### src/design/cfsf_pkg.sv
// ----------------------------------------------------------------------------
// cfsf_pkg
// Shared types, constants and the crc-8 step for the can frame serial framer.
// ----------------------------------------------------------------------------
package cfsf_pkg;

  localparam int unsigned IdentW    = 29;
  localparam int unsigned LenW      = 4;
  localparam int unsigned PayloadW  = 64;
  localparam int unsigned ByteW     = 8;
  localparam int unsigned PosW      = 4;
  localparam int unsigned InDataW   = 104;
  localparam int unsigned DataIdxW  = 3;

  localparam logic [LenW-1:0]  MaxPayload = 4'd8;
  localparam logic [ByteW-1:0] StartByte  = 8'hAA;
  localparam logic [ByteW-1:0] CrcPoly    = 8'h07;

  // frame byte positions
  localparam logic [PosW-1:0] PosStart = 4'd0;
  localparam logic [PosW-1:0] PosFlag  = 4'd1;
  localparam logic [PosW-1:0] PosId3   = 4'd2;
  localparam logic [PosW-1:0] PosId2   = 4'd3;
  localparam logic [PosW-1:0] PosId1   = 4'd4;
  localparam logic [PosW-1:0] PosId0   = 4'd5;
  localparam logic [PosW-1:0] PosLen   = 4'd6;
  localparam logic [PosW-1:0] PosData0 = 4'd7;
  localparam logic [PosW-1:0] PosCrc   = 4'd15;

  typedef enum logic {
    StIdle,
    StSend
  } state_e;

  typedef struct packed {
    logic load;
    logic advance;
  } cmd_t;

  typedef struct packed {
    logic last;
  } stat_t;

  function automatic logic [ByteW-1:0] crc8_step(input logic [ByteW-1:0] crc,
                                                 input logic [ByteW-1:0] b);
    logic [ByteW-1:0] c;
    c = crc ^ b;
    for (int j = 0; j < 8; j++) begin
      if (c[ByteW-1]) begin
        c = {c[ByteW-2:0], 1'b0} ^ CrcPoly;
      end else begin
        c = {c[ByteW-2:0], 1'b0};
      end
    end
    return c;
  endfunction

endpackage

### src/design/cfsf_ctrl.sv
// ----------------------------------------------------------------------------
// cfsf_ctrl
// Frame sequencer: idle / send state machine driving the handshakes.
// ----------------------------------------------------------------------------
module cfsf_ctrl (
  input  logic          clk_i,
  input  logic          rst_ni,
  input  logic          s_tvalid_i,
  output logic          s_tready_o,
  output logic          m_tvalid_o,
  input  logic          m_tready_i,
  input  cfsf_pkg::stat_t stat_i,
  output cfsf_pkg::cmd_t  cmd_o
);
  import cfsf_pkg::*;

  state_e state_q, state_d;
  logic   load;
  logic   advance;

  always_comb begin
    s_tready_o = (state_q == StIdle) || (stat_i.last && m_tready_i);
    m_tvalid_o = (state_q == StSend);
    load       = s_tvalid_i && s_tready_o;
    advance    = (state_q == StSend) && m_tready_i;
    cmd_o.load    = load;
    cmd_o.advance = advance;
  end

  always_comb begin
    state_d = state_q;
    unique case (state_q)
      StIdle: begin
        if (load) state_d = StSend;
      end
      StSend: begin
        if (advance && stat_i.last && !load) state_d = StIdle;
      end
      default: state_d = StIdle;
    endcase
  end

  always_ff @(posedge clk_i or negedge rst_ni) begin
    if (!rst_ni) begin
      state_q <= StIdle;
    end else begin
      state_q <= state_d;
    end
  end

endmodule

### src/design/cfsf_dpath.sv
// ----------------------------------------------------------------------------
// cfsf_dpath
// Message hold registers, byte position counter, byte select and crc-8.
// ----------------------------------------------------------------------------
module cfsf_dpath (
  input  logic                            clk_i,
  input  logic                            rst_ni,
  input  cfsf_pkg::cmd_t                  cmd_i,
  output cfsf_pkg::stat_t                 stat_o,
  input  logic                            extended_i,
  input  logic [cfsf_pkg::IdentW-1:0]     ident_i,
  input  logic [cfsf_pkg::LenW-1:0]       payload_len_i,
  input  logic [cfsf_pkg::PayloadW-1:0]   payload_i,
  output logic [cfsf_pkg::ByteW-1:0]      frame_byte_o,
  output logic                            last_byte_o
);
  import cfsf_pkg::*;

  logic [PayloadW-1:0] payload_q;
  logic [IdentW-1:0]   ident_q;
  logic [LenW-1:0]     len_q;
  logic                ext_q;
  logic [ByteW-1:0]    crc_q, crc_d;
  logic [PosW-1:0]     pos_q, pos_d;
  logic [LenW-1:0]     len_sat;
  logic [DataIdxW-1:0] data_idx;
  logic [ByteW-1:0]    byte_sel;

  assign len_sat  = (payload_len_i > MaxPayload) ? MaxPayload : payload_len_i;
  assign data_idx = DataIdxW'(pos_q - PosData0);

  always_comb begin
    unique case (pos_q)
      PosStart: byte_sel = StartByte;
      PosFlag:  byte_sel = {{(ByteW-1){1'b0}}, ext_q};
      PosId3:   byte_sel = {3'b000, ident_q[28:24]};
      PosId2:   byte_sel = ident_q[23:16];
      PosId1:   byte_sel = ident_q[15:8];
      PosId0:   byte_sel = ident_q[7:0];
      PosLen:   byte_sel = {{(ByteW-LenW){1'b0}}, len_q};
      PosCrc:   byte_sel = crc_q;
      default: begin
        if ({1'b0, data_idx} < len_q) begin
          byte_sel = payload_q[data_idx*ByteW +: ByteW];
        end else begin
          byte_sel = '0;
        end
      end
    endcase
  end

  always_comb begin
    pos_d = pos_q;
    crc_d = crc_q;
    if (cmd_i.load) begin
      pos_d = PosStart;
      crc_d = '0;
    end else if (cmd_i.advance) begin
      pos_d = pos_q + 1'b1;
      if (pos_q != PosStart && pos_q != PosCrc) begin
        crc_d = crc8_step(crc_q, byte_sel);
      end
    end
  end

  always_ff @(posedge clk_i or negedge rst_ni) begin
    if (!rst_ni) begin
      pos_q <= '0;
      crc_q <= '0;
    end else begin
      pos_q <= pos_d;
      crc_q <= crc_d;
    end
  end

  always_ff @(posedge clk_i or negedge rst_ni) begin
    if (!rst_ni) begin
      payload_q <= '0;
      ident_q   <= '0;
      len_q     <= '0;
      ext_q     <= 1'b0;
    end else if (cmd_i.load) begin
      payload_q <= payload_i;
      ident_q   <= ident_i;
      len_q     <= len_sat;
      ext_q     <= extended_i;
    end
  end

  assign stat_o.last  = (pos_q == PosCrc);
  assign frame_byte_o = byte_sel;
  assign last_byte_o  = (pos_q == PosCrc);

endmodule

### src/design/can_frame_serial_framer_crc8.sv
// ----------------------------------------------------------------------------
// can_frame_serial_framer_crc8
// Turns one can message into a 16-byte serial frame closed by a crc-8.
// ----------------------------------------------------------------------------
// start: the first frame byte is offered in the cycle after the message beat
// rate: one frame byte per cycle while the receiver is ready; the next message
//   is taken with the last beat
// reset: asynchronous, returns the sequencer to idle, no frame pending
// ----------------------------------------------------------------------------
module can_frame_serial_framer_crc8 (
  input  logic                           clk_i,
  input  logic                           rst_ni,
  input  logic                           s_axis_tvalid_i,
  output logic                           s_axis_tready_o,
  // ident [28:0], payload_len [32:29], payload [96:33], zero pad [103:97]
  input  logic [cfsf_pkg::InDataW-1:0]   s_axis_tdata_i,
  // extended [0]
  input  logic [0:0]                     s_axis_tuser_i,
  output logic                           m_axis_tvalid_o,
  input  logic                           m_axis_tready_i,
  // frame_byte [7:0]
  output logic [cfsf_pkg::ByteW-1:0]     m_axis_tdata_o,
  output logic                           m_axis_tlast_o
);
  import cfsf_pkg::*;

  cmd_t  cmd;
  stat_t stat;

  cfsf_ctrl u_ctrl (
    .clk_i      (clk_i),
    .rst_ni     (rst_ni),
    .s_tvalid_i (s_axis_tvalid_i),
    .s_tready_o (s_axis_tready_o),
    .m_tvalid_o (m_axis_tvalid_o),
    .m_tready_i (m_axis_tready_i),
    .stat_i     (stat),
    .cmd_o      (cmd)
  );

  cfsf_dpath u_dpath (
    .clk_i         (clk_i),
    .rst_ni        (rst_ni),
    .cmd_i         (cmd),
    .stat_o        (stat),
    .extended_i    (s_axis_tuser_i[0]),
    .ident_i       (s_axis_tdata_i[IdentW-1:0]),
    .payload_len_i (s_axis_tdata_i[IdentW+LenW-1:IdentW]),
    .payload_i     (s_axis_tdata_i[IdentW+LenW+PayloadW-1:IdentW+LenW]),
    .frame_byte_o  (m_axis_tdata_o),
    .last_byte_o   (m_axis_tlast_o)
  );

endmodule

### config.mk
export PLATFORM = sky130hd
export DESIGN_NAME = can_frame_serial_framer_crc8
export DESIGN_NICKNAME = d
export VERILOG_FILES = /design/src/design/cfsf_pkg.sv /design/src/design/cfsf_ctrl.sv /design/src/design/cfsf_dpath.sv /design/src/design/can_frame_serial_framer_crc8.sv
export SDC_FILE = /design/constraint.sdc
export NUM_CORES = 1
export LEC_CHECK = 0
export BUFFER_PORTS_ARGS = -buffer_cell sky130_fd_sc_hd__clkbuf_2
export CAP_MARGIN = 20
export CORE_ASPECT_RATIO = 1.4
export CORE_MARGIN = 2
export CORE_UTILIZATION = 40
export DETAILED_ROUTE_END_ITERATION = 8
export HOLD_SLACK_MARGIN = 0.03
export SLEW_MARGIN = 20
export SYNTH_ARGS = -nofsm -noshare
export SYNTH_HDL_FRONTEND = slang
export SYNTH_SLANG_ARGS = --single-unit
### constraint.sdc
create_clock -name clk_i -period 3.25 [get_ports clk_i]
set_input_delay 0.975 -clock clk_i [delete_from_list [all_inputs] [get_ports clk_i]]
set_output_delay 0.975 -clock clk_i [all_outputs]
set_load 0.1 [all_outputs]
[Word-level counts from Yosys, hierarchy flattened]
Cells that the tools add are included.
Storage, ports and cells
  output and inout port bits: 11
  bits in read-only memories: 0
  latch bits: 0
  memories kept: 0
  memory bits (writable): 0
  bits in registers: 111
  word-level logic and storage cells: 83
  input bits: 109
Cells by class
  shifts and indexed selects: 1
  equal/unequal tests: 8
  muxes and demuxes: 40
  divide/modulo/power cells: 0
  reduce and logical (&&, ||, !) cells: 13
  $add $sub $neg: 2
  bitwise operators: 10
  multiply operators: 0
  magnitude comparators: 2
Operators by type and width (count)
  $mux 8: 25
  $pmux 8 s8: 1
  $shiftx 64x7->8: 1
  $mux 3: 8
  $not 3->3: 8
  $eq 4x3->1 const B: 3
  $mux 4: 3
  $eq 4x2->1 const B: 2
  $xor 8x8->8: 1
  $logic_and 1x1->1: 6
  $add 4x1->4 const B: 1
  $eq 4x1->1 const B: 1
  $eq 4x4->1 const B: 1
  $gt 4x4->1 const B: 1
  $logic_not 4->1: 1
  $lt 3x4->1: 1
  $ne 4x4->1 const B: 1
  $reduce_bool 2->1: 2
  $reduce_bool 4->1: 1
  $sub 3x3->3 const B: 1
  $mux 1: 2
  $pmux 1 s2: 1
  $reduce_and 2->1: 1
  $logic_not 1->1: 1
  other kinds (2): 2

[Longest topological paths before layout]
  word-level depth: 45
  mapped depth: 14
  depth with buffers taken out: 11

[Cells and area by module]
From an unflattened synthesis, not the netlist that was laid out.
Unflattened totals
  cells, all modules: 407
  area, all modules: 5517.8 um2
By module, submodules not included
  cfsf_dpath: area an instance 5435.2 um2, instances 1, cells an instance 399, seq. area each 2752.6 um2
  cfsf_ctrl: area an instance 82.6 um2, instances 1, cells an instance 8, seq. area each 25.0 um2

[Worst setup path before layout]
OpenSTA, ideal clock, no wires.
  kind: register to output
  from: reg u_dpath.pos_q[0]
  to: out m_axis_tdata_o[6] (netlist name)
  arrival time: 4.304 ns
  path slack: -2.029 ns
  buffers on the path: 2
  required time: 2.275 ns
  cell stages (with the launch flop): 10
  path through: dfrtp_1 > buf_6 > buf_8 > inv_1 > ha_1 > ha_1 > a21bo_2 > a211oi_4 > or3_1 > o21ai_0
On the way
  longest elaborated chain between the ends: 4
  elaborated cells between the ends (all ways): 13
  classes of those cells: add/sub (1); order compare (1); eq/ne (7); shift (1); mux (2); reduce/logical (1)
RTL lines
  start, declared: RTL line cfsf_dpath.sv:24  | logic [PosW-1:0] pos_q, pos_d;
  start signal, assigned: RTL line cfsf_dpath.sv:71  | pos_q <= pos_d;
  $sub 3x3->3: RTL line cfsf_dpath.sv:30  | assign data_idx = DataIdxW'(pos_q - PosData0);
  $shiftx 64x7->8 / $lt 3x4->1 (equally long branches): RTL line cfsf_dpath.sv:44, cfsf_dpath.sv:43
  $mux 8: RTL line cfsf_dpath.sv:43  | if ({1'b0, data_idx} < len_q) begin
  $pmux 8 s8 (*): RTL line cfsf_dpath.sv:33  | unique case (pos_q)
  end, declared: RTL line can_frame_serial_framer_crc8.sv:22  | output logic [cfsf_pkg::ByteW-1:0] m_axis_tdata_o,
Mark *: on every way between the ends. The rest lies on a longest branch, timed or not.

[Worst setup path after layout]
  from: reg u_dpath.pos_q[0]
  to: out m_axis_tdata_o[0] (netlist name)
The elaborated chain is that of the path after synthesis.

==> impl_metrics.csv <==
group,metric,value,unit
synthesis,avgSynthCellArea,8.93,um^2
sta,fin_ws,-0.420,ns
global_route,antenna_found_initial,0,
global_route,grt_max_degree,98,
setup_path,criticalPathCategory,"reg2out",
die,io_pins,120,
power_and_ir_drop,p_per_area,1350,nW/um^2
finish,diodes,0,
setup_path,crit_path_max_incr_delay,0.51,ns
setup_path,crit_arrival,2.69,ns
job,timing.max_cap.violations,0,
clock_network,cts_sinks,111,
clock_network,cts_tree,"done",
clock_network,root_buffer,"clkbuf_16",
clock_network,h-tree-depth,3,
power_and_ir_drop,leakagePower,3.90,nW
outcome,outcome,"complete, but fails checks",
synthesis,synth_cell_type_count,61,
synthesis,yosysTopAreaCellShare,0.478,
synthesis,synth.net_count,766,
sta,finalCriticalPeriod,3.67,ns
clock_network,clock_latency,0.35,ns
global_route,track_usage,0.206,
setup_path,path_buf_inv,4,
setup_path,cp-start-kind,"register",
outcome,violations,"setup timing",
placed_design,dp_hpwl,11200,um
global_route,first_global_vias,5140,
setup_path,worstPathRequired,2.27,ns
finish,nets,908,
synthesis,synth_edf_count,0,
routing,dr_total_vias,4972,
synthesis,yosys-top-cells-count,"nand2_1, dfrtp_1, clkbuf_1",
sta,rsz0062_at_grt,"true",
sta,max_freq,272,MHz
synthesis,yosysTopAreaCell,"dfrtp_1",
finish,finalInstanceArea,7720,um^2
sta,worst_pin_slew,0.537,ns
die,die_h,147,um
die,design.core.area,14300,um^2
synthesis,synth_area,5810,um^2
die,rows,52,
routing,wl_per_cell,15.7,um
die,die_w,106,um
synthesis,seq_area_frac_synth,0.478,
routing,ant_nets,0,
synthesis,async_flop_share,1.00,
hold_path,hold_class,"reg2reg",
die,start_util,0.406,
setup_path,path_max_fanout,7,
sta,fin_crit_sh,1.13,
synthesis,synthMostInstantiatedCell,"nand2_1",
synthesis,synth-seq-cells,111,
synthesis,synth_area_leaders,"dfrtp_1, nand2_1, mux4_1",
routing,wl,15500,um
sta,clock_skew,0.00704,ns
routing,drt_iter0_markers,217,
placed_design,port_buffers,112,
setup_path,critPathSlowestCell,"mux4_2",
sta,finalMaxSlewViolations,0,
placed_design,gp_congestion,0.838,
sta,hold_viol,0,
placed_design,place_area,7070,um^2
power_and_ir_drop,ir_drop,0.00159,V
clock_network,cts_max_path_buffers,2,
sta,whs,0.476,ns
synthesis,synth_flop_cell,"dfrtp_1",
clock_network,cts_hold_buf,0,
finish,syn_to_final_growth,32.8,%
setup_path,critical_path.top_delay_family,"multiplexers",
setup_path,end_kind,"output port",
routing,firstDrtPassIters,5,
finish,drive_above_1_share,0.315,
synthesis,yosysWarnings,0,
clock_network,clkTransAtPathRegs,0.08,ns
global_route,grt_first_pass_wirelength,25000,um
routing,drc,0,
synthesis,syn_inst,651,
global_route,grt_overflow_total,0,
routing,vias_per_cell,5.04,
clock_network,cts_buffers,9,
sta,relSlewSlack,0.644,
sta,setup_viol,12,
setup_path,worstPathCellList,"clkinvlp_4, ha_4, buf_12, buf_4, mux2_2, mux4_2, nand2_4, nand2_8, buf_12",
setup_path,crit_top_cell,"buf_12",
die,die-area,15500,um^2
## stage by stage
| stage | setup slack, ns | utilization | cells | total power, W | setup TNS (ns) |
|---|---|---|---|---|---|
| floorplan | -0.398 | - | 651 | 0.00648 | -2.46 |
| global placement | -0.137 | 0.494 | 955 | 0.00829 | -0.634 |
| detailed placement | -0.181 | 0.494 | 955 | 0.00844 | -0.989 |
| CTS | -0.495 | 0.529 | 985 | 0.0100 | -4.05 |
| global route | -0.498 | 0.539 | 987 | 0.0111 | -4.71 |
| finish | -0.420 | 0.539 | 987 | 0.0104 | -3.37 |
## state kept, by name, summed over array words and instances, names as in the netlist
name,flops
u_dpath.payload_q,64
u_dpath.ident_q,29
u_dpath.crc_q,8
u_dpath.len_q,4
u_dpath.pos_q,4
u_ctrl.m_tvalid_o,1
u_dpath.ext_q,1
## kinds of logic (layout without fill, tap and decap cells)
group,after synthesis,count (layout),synth area share
adders and majority gates,6,6,0.0129
xor gates and xnor gates,15,15,0.0295
and+or+nand+nor,371,371,0.264
DFF,111,111,0.478
AOI/OAI and AO/OA,67,67,0.0842
buffers and inverters,47,194,0.0373
muxes,34,34,0.0941
## cell type report
type	count	area, um^2
Fill cell	1334	6600
Multi-Input combinational cell	493	3120
Sequential cell	111	2780
Timing Repair Buffer	168	1230
Clock buffer	10	239
Tap cell	189	236
Clock inverter	6	61.3
Inverter	10	45.0
## final timing paths
| check | endpoint | depth (start not counted) | startpoint | slack (ns) |
|---|---|---|---|---|
| worst max-delay path | m_axis_tdata_o[0] | 9 | u_dpath.pos_q[0]$_DFFE_PN0P_ | -0.42 |
| worst max register to register | u_dpath.crc_q[2]$_DFFE_PN0P_ | 14 | u_dpath.pos_q[0]$_DFFE_PN0P_ | -0.16 |
| max in group asynchronous | u_dpath.pos_q[1]$_DFFE_PN0P_ | 2 | rst_ni | 1.89 |
| worst min register to register | u_dpath.payload_q[12]$_DFFE_PN0P_ | 2 | u_dpath.payload_q[12]$_DFFE_PN0P_ | 0.48 |
| worst min-delay path | u_dpath.payload_q[12]$_DFFE_PN0P_ | 2 | u_dpath.payload_q[12]$_DFFE_PN0P_ | 0.48 |
| min in group asynchronous | u_dpath.ident_q[19]$_DFFE_PN0P_ | 1 | rst_ni | 0.56 |
## worst reg2reg max path, delay by kind of cell (launching register included)
kind / cells / cell delay, ns
flip-flops: 1 / 0.42
AND/OR/NAND/NOR: 3 / 0.76
adder cells (fa/ha/maj): 1 / 0.25
AO/OA/AOI/OAI: 3 / 0.41
multiplexers: 2 / 0.72
buffers and inverters: 5 / 0.77
## power breakdown
| group | leakage [nW] | switching [W] | internal (W) |
|---|---|---|---|
| Clock | 0.144 | 0.000547 | 0.000561 |
| Sequential | 1.39 | 0.000468 | 0.00204 |
| Combinational | 2.37 | 0.00361 | 0.00322 |
## cells in the final DEF (no fill, tap or decap), types with 9 or more instances in the layout
cell type,instances
o21ai_0,12
dfrtp_1,110
a21oi_1,9
nand2_1,303
buf_4,49
buf_12,16
clkbuf_16,9
clkbuf_2,101
## layer usage
layer	wire length (um)	global-route usage
met4	654	0.109
met1	6120	0.245
met2	8110	0.357
met5	0	0
met3	618	0.0308
## repair_timing
item,4_1_cts,5_1_grt
endpoints found under the setup margin,13,17
gates cloned,1,0
setup buffers,13,2
pin swaps,10,14
gates resized for setup,18,28
(Power assumes the default switching activity.)
